### config.mk
export PLATFORM = sky130hd
export DESIGN_NAME = integer_array_sorter_core_flat
export DESIGN_NICKNAME = d
export VERILOG_FILES = /design/src/isort_pkg.sv /design/src/isort_if.sv /design/src/isort_cell.sv /design/src/integer_array_sorter_core.sv /design/src/flat_wrapper.sv
export SDC_FILE = /design/constraint.sdc
export NUM_CORES = 2
export LEC_CHECK = 0
export BUFFER_PORTS_ARGS = -buffer_cell sky130_fd_sc_hd__buf_2
export CAP_MARGIN = 10
export CORE_ASPECT_RATIO = 0.5
export CORE_MARGIN = 5
export CORE_UTILIZATION = 35
export CTS_BUF_LIST = sky130_fd_sc_hd__clkbuf_16
export CTS_CLUSTER_DIAMETER = 200
export DETAILED_ROUTE_END_ITERATION = 7
export PLACE_DENSITY = 0.48
export REMOVE_ABC_BUFFERS = 1
export SETUP_SLACK_MARGIN = 0.15
export SYNTH_ARGS = -nofsm -noshare
export SYNTH_HDL_FRONTEND = slang
export SYNTH_HIERARCHICAL = 1
export SYNTH_SLANG_ARGS = --single-unit
### constraint.sdc
create_clock -name clock -period 13.6 [get_ports clock]
set_input_delay 2.72 -clock clock [delete_from_list [all_inputs] [get_ports clock]]
set_output_delay 2.72 -clock clock [all_outputs]
set_load 0.02 [all_outputs]
### src/isort_pkg.sv
// shared constants and types of the integer array sorter
package isort_pkg;

   localparam int DEPTH = 16;
   localparam int DATA_W = 32;
   localparam int CNT_W = $clog2(DEPTH + 1);

   typedef logic signed [DATA_W-1:0] elem_type;
   typedef logic [CNT_W-1:0] count_type;

   typedef struct packed {
      logic insert;
      logic shift;
   } cell_ctrl_type;

endpackage

### src/isort_if.sv
// request and response channel interfaces of the integer array sorter
interface isort_req_if;
   logic                valid;
   logic                ready;
   isort_pkg::elem_type value;
   logic                last_in;

   modport source (output valid, output value, output last_in, input ready);
   modport sink (input valid, input value, input last_in, output ready);
endinterface

interface isort_rsp_if;
   logic                valid;
   logic                ready;
   isort_pkg::elem_type sorted_value;
   logic                last_out;
   logic                overflow;

   modport source (output valid, output sorted_value, output last_out, output overflow,
                   input ready);
   modport sink (input valid, input sorted_value, input last_out, input overflow,
                 output ready);
endinterface

### src/isort_cell.sv
// one insertion cell of the sorting chain
module isort_cell (
   input  logic                     clock,
   input  isort_pkg::cell_ctrl_type ctrl,
   input  isort_pkg::elem_type      new_value,
   input  logic                     occupied,
   input  logic                     left_lt,
   input  isort_pkg::elem_type      left_value,
   input  isort_pkg::elem_type      right_value,
   output logic                     lt,
   output isort_pkg::elem_type      value
);

   isort_pkg::elem_type value_ff;
   isort_pkg::elem_type value_in;

   // new element goes ahead of this cell's content, empty cells act as +infinity
   assign lt = !occupied || (new_value < value_ff);
   assign value = value_ff;

   always_comb begin
      value_in = value_ff;
      if (ctrl.shift) begin
         value_in = right_value;
      end else if (ctrl.insert) begin
         if (left_lt) begin
            value_in = left_value;
         end else if (lt) begin
            value_in = new_value;
         end
      end
   end

   always_ff @(posedge clock) begin
      value_ff <= value_in;
   end

endmodule

### src/integer_array_sorter_core.sv
// top level of the integer array sorter: insertion cell chain and control
//
// usage:
//   req_ch carries one signed 32-bit element per transaction; last_in marks the
//   final element of a set. each element is dropped into a chain of DEPTH
//   insertion cells that keeps the set in ascending order as it arrives, so
//   one element is taken every cycle while a set is loading.
//   once the closing element is taken the chain drains through rsp_ch,
//   smallest value first, one transaction per cycle while rsp_ch.ready is
//   high, with last_out on the final one. the first result is valid the
//   cycle after the closing element. elements arriving while all DEPTH cells
//   are full are dropped and overflow is set on every result of that set.
//   req_ch.ready is low while draining, set by the state register, so a new
//   set is taken only once the previous one has drained.
//   the head cell is the output register: when rsp_ch.ready is low the chain
//   holds and the result stays on the port.
//   reset (synchronous, active high) clears the fill count and overflow flag
//   and returns to loading; cell contents are not cleared, empty cells are
//   marked by the fill count
module integer_array_sorter_core (
   input  logic        clock,
   input  logic        reset,
   isort_req_if.sink   req_ch,
   isort_rsp_if.source rsp_ch
);

   typedef enum logic {
      ST_FILL,
      ST_DRAIN
   } state_type;

   state_type            state_ff, state_in;
   isort_pkg::count_type count_ff, count_in;
   logic                 dropped_ff, dropped_in;

   isort_pkg::cell_ctrl_type ctrl;
   isort_pkg::elem_type      cell_value [isort_pkg::DEPTH];
   logic                     cell_lt    [isort_pkg::DEPTH];

   logic req_fire;
   logic rsp_fire;
   logic full;

   assign req_ch.ready = (state_ff == ST_FILL);
   assign req_fire = req_ch.valid && req_ch.ready;
   assign rsp_fire = rsp_ch.valid && rsp_ch.ready;
   assign full = (count_ff == isort_pkg::count_type'(isort_pkg::DEPTH));

   // insert only while there is room, shift toward the head on each result taken
   assign ctrl.insert = req_fire && !full;
   assign ctrl.shift = rsp_fire;

   genvar gi;
   generate
      for (gi = 0; gi < isort_pkg::DEPTH; gi++) begin : g_cell
         logic                occ;
         logic                left_lt;
         isort_pkg::elem_type left_value;
         isort_pkg::elem_type right_value;

         assign occ = isort_pkg::count_type'(gi) < count_ff;
         if (gi == 0) begin : g_head
            assign left_lt = 1'b0;
            assign left_value = cell_value[gi];
         end else begin : g_body
            assign left_lt = cell_lt[gi-1];
            assign left_value = cell_value[gi-1];
         end
         if (gi == isort_pkg::DEPTH - 1) begin : g_tail
            assign right_value = cell_value[gi];
         end else begin : g_inner
            assign right_value = cell_value[gi+1];
         end

         isort_cell u_cell (
            .clock       (clock),
            .ctrl        (ctrl),
            .new_value   (req_ch.value),
            .occupied    (occ),
            .left_lt     (left_lt),
            .left_value  (left_value),
            .right_value (right_value),
            .lt          (cell_lt[gi]),
            .value       (cell_value[gi])
         );
      end
   endgenerate

   assign rsp_ch.valid = (state_ff == ST_DRAIN);
   assign rsp_ch.sorted_value = cell_value[0];
   assign rsp_ch.last_out = (count_ff == isort_pkg::count_type'(1));
   assign rsp_ch.overflow = dropped_ff;

   always_comb begin
      state_in = state_ff;
      count_in = count_ff;
      dropped_in = dropped_ff;
      case (state_ff)
         ST_FILL: begin
            if (req_fire) begin
               if (full) begin
                  dropped_in = 1'b1;
               end else begin
                  count_in = count_ff + isort_pkg::count_type'(1);
               end
               if (req_ch.last_in) begin
                  state_in = ST_DRAIN;
               end
            end
         end
         ST_DRAIN: begin
            if (rsp_fire) begin
               count_in = count_ff - isort_pkg::count_type'(1);
               if (rsp_ch.last_out) begin
                  state_in = ST_FILL;
                  dropped_in = 1'b0;
               end
            end
         end
         default: begin
            state_in = ST_FILL;
         end
      endcase
   end

   always_ff @(posedge clock) begin
      if (reset) begin
         state_ff <= ST_FILL;
         count_ff <= '0;
         dropped_ff <= 1'b0;
      end else begin
         state_ff <= state_in;
         count_ff <= count_in;
         dropped_ff <= dropped_in;
      end
   end

`ifndef SYNTHESIS
   // fill count never exceeds the number of cells
   a_count_range: assert property (@(posedge clock) disable iff (reset)
      count_ff <= isort_pkg::count_type'(isort_pkg::DEPTH))
      else $error("fill count above capacity");

   // a drain never starts or runs with an empty chain
   a_drain_nonempty: assert property (@(posedge clock) disable iff (reset)
      (state_ff == ST_DRAIN) |-> (count_ff != '0))
      else $error("draining an empty chain");

   // the final result returns the block to loading with a clear chain
   a_last_ends_set: assert property (@(posedge clock) disable iff (reset)
      (rsp_fire && rsp_ch.last_out) |=> (req_ch.ready && count_ff == '0 && !dropped_ff))
      else $error("set not closed after final result");

   // overflow can only be flagged once the chain is full
   a_drop_when_full: assert property (@(posedge clock) disable iff (reset)
      $rose(dropped_ff) |-> $past(full))
      else $error("element dropped while room remained");
`endif

endmodule

### src/flat_wrapper.sv
// flat-port wrapper written by rule: the top's interface ports become plain ports
module integer_array_sorter_core_flat 
  (clock, reset, req_ch_valid, req_ch_value, req_ch_last_in, req_ch_ready, rsp_ch_valid, rsp_ch_sorted_value, rsp_ch_last_out, rsp_ch_overflow, rsp_ch_ready);
  isort_req_if req_ch_i ();
  isort_rsp_if rsp_ch_i ();
  input  logic clock;
  input  logic reset;
  input wire logic [$bits(req_ch_i.valid)-1:0] req_ch_valid;
  input wire logic [$bits(req_ch_i.value)-1:0] req_ch_value;
  input wire logic [$bits(req_ch_i.last_in)-1:0] req_ch_last_in;
  output wire logic [$bits(req_ch_i.ready)-1:0] req_ch_ready;
  output wire logic [$bits(rsp_ch_i.valid)-1:0] rsp_ch_valid;
  output wire logic [$bits(rsp_ch_i.sorted_value)-1:0] rsp_ch_sorted_value;
  output wire logic [$bits(rsp_ch_i.last_out)-1:0] rsp_ch_last_out;
  output wire logic [$bits(rsp_ch_i.overflow)-1:0] rsp_ch_overflow;
  input wire logic [$bits(rsp_ch_i.ready)-1:0] rsp_ch_ready;
  assign req_ch_i.valid = req_ch_valid;
  assign req_ch_i.value = req_ch_value;
  assign req_ch_i.last_in = req_ch_last_in;
  assign req_ch_ready = req_ch_i.ready;
  assign rsp_ch_valid = rsp_ch_i.valid;
  assign rsp_ch_sorted_value = rsp_ch_i.sorted_value;
  assign rsp_ch_last_out = rsp_ch_i.last_out;
  assign rsp_ch_overflow = rsp_ch_i.overflow;
  assign rsp_ch_i.ready = rsp_ch_ready;
  integer_array_sorter_core u_core (.clock(clock), .reset(reset), .req_ch(req_ch_i), .rsp_ch(rsp_ch_i));
endmodule
* Word-level counts from Yosys, hierarchy flattened
Cells that the tools add are included.
Word-level totals: flip-flop bits (word level) 519, input bits 37, output and inout port bits 36
Cells by class: $add $sub $neg 2, $lt $le $gt $ge 32, equal/unequal tests 7, muxes and demuxes 75, bitwise logic cells 2, reductions and logical operators 71
Operators with widths (number):
- $mux 32 | 61
- $lt 32x32->1 | 16
- $reduce_bool 3->1 | 14
- $lt 4x5->1 const A | 8
- $reduce_and 2->1 | 15
- $lt 3x5->1 const A | 4
- $logic_not 1->1 | 17
- $logic_or 1x1->1 | 16
- $mux 5 | 3
- $lt 1x5->1 const A | 2
- $lt 2x5->1 const A | 2
- $ne 2x2->1 const B | 5
- $pmux 5 s2 | 1
- $mux 1 | 8
- $reduce_and 3->1 | 2
- $reduce_bool 2->1 | 3
- $add 5x1->5 const B | 1
- $eq 5x1->1 const B | 1
- $eq 5x5->1 const B | 1
- $sub 5x1->5 const B | 1
- $pmux 1 s2 | 2
- $reduce_and 4->1 | 1
- $logic_and 1x1->1 | 3
- $not 1->1 | 2

* Logic depth before layout (Yosys ltp)
word-level depth 7, gate-level depth with buffers 13, mapped depth without buffers 11

* Cells and area by module
Netlist, hierarchy kept.
By module, submodules not included:
- isort_cell (u_core.g_cell[0].u_cell ...) | instances 15, cells each 252, area each 2398.6 um^2, seq. area each 960.9 um^2
- isort_cell (u_core.g_cell[14].u_cell) | instances 1, cells each 252, area each 2397.3 um^2, seq. area each 960.9 um^2
- integer_array_sorter_core | instances 1, cells each 73, area each 553.0 um^2, seq. area each 140.1 um^2

* Worst setup path before layout
No wires, ideal clock.
path kind in2reg, start point input port req_ch_value[30], end point register u_core.g_cell[2].u_cell.value_ff[0], enable pin, data arrival time 6.351 ns, data required time 13.159 ns, slack 6.808 ns, stages 12, buffers on the path 2, cell sequence ha_1 -> a21oi_2 -> nand2_1 -> a221o_1 -> a311oi_1 -> o31a_1 -> xor2_1 -> nand2_1 -> clkbuf_1 -> buf_2 -> nor2_1 -> a31oi_1
RTL lines:
- from (decl) | RTL line flat_wrapper.sv:9 | input wire logic [$bits(req_ch_i.value)-1:0] req_ch_value;
- to (signal assigned) | RTL line isort_cell.sv:35 | value_ff <= value_in;
- to (decl) | RTL line isort_cell.sv:14 | isort_pkg::elem_type value_ff;

==> run_results.csv <==
group,metric,value,unit
drt,drtPass1Iterations,6,
setup_path,path_cells,"buf_2 > buf_4 > ha_1 > a211o_1 > a31oi_1 > o221ai_1 > a211oi_1 > buf_4 > o31a_1 > xor2_1 > nand2_2 > buf_4 > nor2_1 > a31oi_4 > buf_4",
clock_tree,cts_hold_buffers,0,
setup_path,crit_arrival,7.45,ns
clock_tree,clkLatencyLatePin,0.65,ns
global_routing,grtUsageTotal,20.3,%
floorplanning,rows,86,
clock_tree,cts_max_level,2,
cells_and_area,fill_cells,11100,
drt,ant_nets,0,
drt,dr_total_vias,30500,
placement,gp_congestion,0.831,
floorplanning,die_area,118000,µm²
setup_path,cp_data_required_time,13.89,ns
power_and_ir_drop,fin_total_pwr,5690,µW
global_routing,grt_max_degree,137,
cells_and_area,instances_no_fill,5665,
synthesis,ys.warnings.count,6,
clock_tree,cts_tree,"yes",
drt,via_per_inst,5.39,
power_and_ir_drop,p_sw_share,36.1,%
power_and_ir_drop,pwr-share-clk,26.6,%
cells_and_area,drive_gt1_share,6.48,%
power_and_ir_drop,p_leak,0.0206,µW
power_and_ir_drop,seq_power_share,43.3,%
drt,finalWirelength,123000,µm
power_and_ir_drop,p_int,3640,µW
setup_path,crit_path_frequent_cell,"buf_4",
synthesis,synth_area,38900,µm²
setup_path,cp_slowest_cell,"a211oi_1",
timing,drv_slew,0,
clock_tree,cts_buffers,56,
floorplanning,fp.dieH,246,µm
timing,slew_headroom,21.4,%
cells_and_area,syn2layout_area_growth,10.4,%
timing,rsz0062_at_grt,"false",
setup_path,cp-start-kind,"input pin",
global_routing,antenna_found_initial,1,
power_and_ir_drop,pwr-share-comb,30.1,%
drt,drt_iter0_markers,2314,
global_routing,grt_pass1_vias,30900,
timing,layout_min_cycle_time,7.16,ns
floorplanning,start_util,35.3,%
clock_tree,cts_max_path_buffers,3,
cells_and_area,layout.nets,4662,
global_routing,grt_pass1_wl,187000,µm
drt,drc,0,
timing,fmax,140,MHz
clock_tree,cts-resized-gates,0,
setup_path,cp_slowest_stage_delay,0.91,ns
run,maxCapViolCount,0,
floorplanning,ioPinCount,73,
timing,finalHoldViolCount,0,
setup_path,endpoint_kind,"flip-flop",
clock_tree,cts_sinks,519,
placement,dpl.hpwl,86300,µm
setup_path,path_class,"input pin to flip-flop",
timing,post-route-period-util,52.6,%
power_and_ir_drop,p_sw,2050,µW
synthesis,synth_cells,4104,
synthesis,avgSynthCellArea,9.48,µm²
cells_and_area,layout_common_cells,"nand2_1, o21ai_0, inv_1, mux2i_1, edfxtp_1",
timing,worst_slew_pin_slew,1.18,ns
power_and_ir_drop,peakVddDrop,0.106,mV
setup_path,cp_max_fo,33,
floorplanning,core-area,110000,µm²
floorplanning,fp.dieW,482,µm
timing,holdWs,0.518,ns
run_status,status,"complete, no violations",
clock_tree,postCtsSetupBuffers,0,
cells_and_area,final_common_cell,"nand2_1",
timing,setup_viol,0,
power_and_ir_drop,power.density,132,nW/µm²
cells_and_area,final_core_util,39.0,%
min_path,hold_class,"flip-flop to flip-flop",
placement,io_buffers,72,
clock_tree,cts_root_buf,"clkbuf_16",
cells_and_area,antenna_cells,0,
clock_tree,clk_pin_slew,0.06,ns
drt,wl_per_cell,21.7,µm
global_routing,gr-total-overflow,0,
timing,finClkSkew,0.0380,ns
placement,place_inst,5564,
[metrics by stage]
step,setup TNS (ns),worst slack [ns],instance area (µm²)
floorplan,-6389.15,-7.26,38200
global placement,0,5.89,41300
detailed placement,0,5.83,41300
CTS,0,6.54,43000
global route,0,6.19,43000
finish,0,6.44,43000
[per-layer routing]
| layer | GRT usage [%] | routed length, µm |
|---|---|---|
| met1 | 29.8 | 61900 |
| met5 | 0 | 0 |
| met2 | 31.8 | 52500 |
| met3 | 2.83 | 6040 |
| met4 | 4.44 | 2510 |
[registers in the layout (all words and copies together), names as in the netlist]
name / flops
u_core/rsp_ch.overflow: 1
u_core/count_ff: 5
u_core/g_cell.u_cell/value: 512
u_core/rsp_ch.valid: 1
[power by group through the flow]
stage | combinational (µW) | clock (µW) | sequential, µW
2_1_floorplan | 1210 | 0 | 2390
3_3_place_gp | 1640 | 0 | 2500
3_5_place_dp | 1700 | 0 | 2500
4_1_cts | 1710 | 1560 | 2470
5_1_grt | 1930 | 1630 | 2500
6_report | 1710 | 1510 | 2470
[worst max-delay path, delay by kind of cell]
kind | cells | cell delay, ns
AOI/OAI and AO/OA | 6 | 2.09
adders and majority gates | 1 | 0.35
and+or+nand+nor | 2 | 0.28
xor gates and xnor gates | 1 | 0.14
buffers and inverters | 5 | 1.76
[final timing paths]
kind	slack (ns)	startpoint	cells after the start	to
setup / recovery	6.44	req_ch_value[2]	15	u_core/g_cell[14].u_cell/value[8]$_DFFE_PP_
setup reg to reg	8.68	u_core/g_cell[13].u_cell/value[2]$_DFFE_PP_	14	u_core/g_cell[14].u_cell/value[8]$_DFFE_PP_
hold reg to reg	0.52	u_core/rsp_ch.overflow$_SDFFE_PP0P_	2	u_core/rsp_ch.overflow$_SDFFE_PP0P_
hold / removal	0.52	u_core/rsp_ch.overflow$_SDFFE_PP0P_	2	u_core/rsp_ch.overflow$_SDFFE_PP0P_
[layout make-up]
cell class | count | area, µm² | share of cell area, %
Clock inverter | 44 | 279 | 0.649
Inverter | 501 | 1880 | 4.38
Sequential cell | 519 | 15500 | 36.1
Timing Repair Buffer | 145 | 921 | 2.14
Tap cell | 1496 | 1870 | 4.36
Clock buffer | 57 | 1430 | 3.32
Multi-Input combinational cell | 2903 | 21100 | 49.0
No activity file was read; power rests on OpenSTA's default activity.
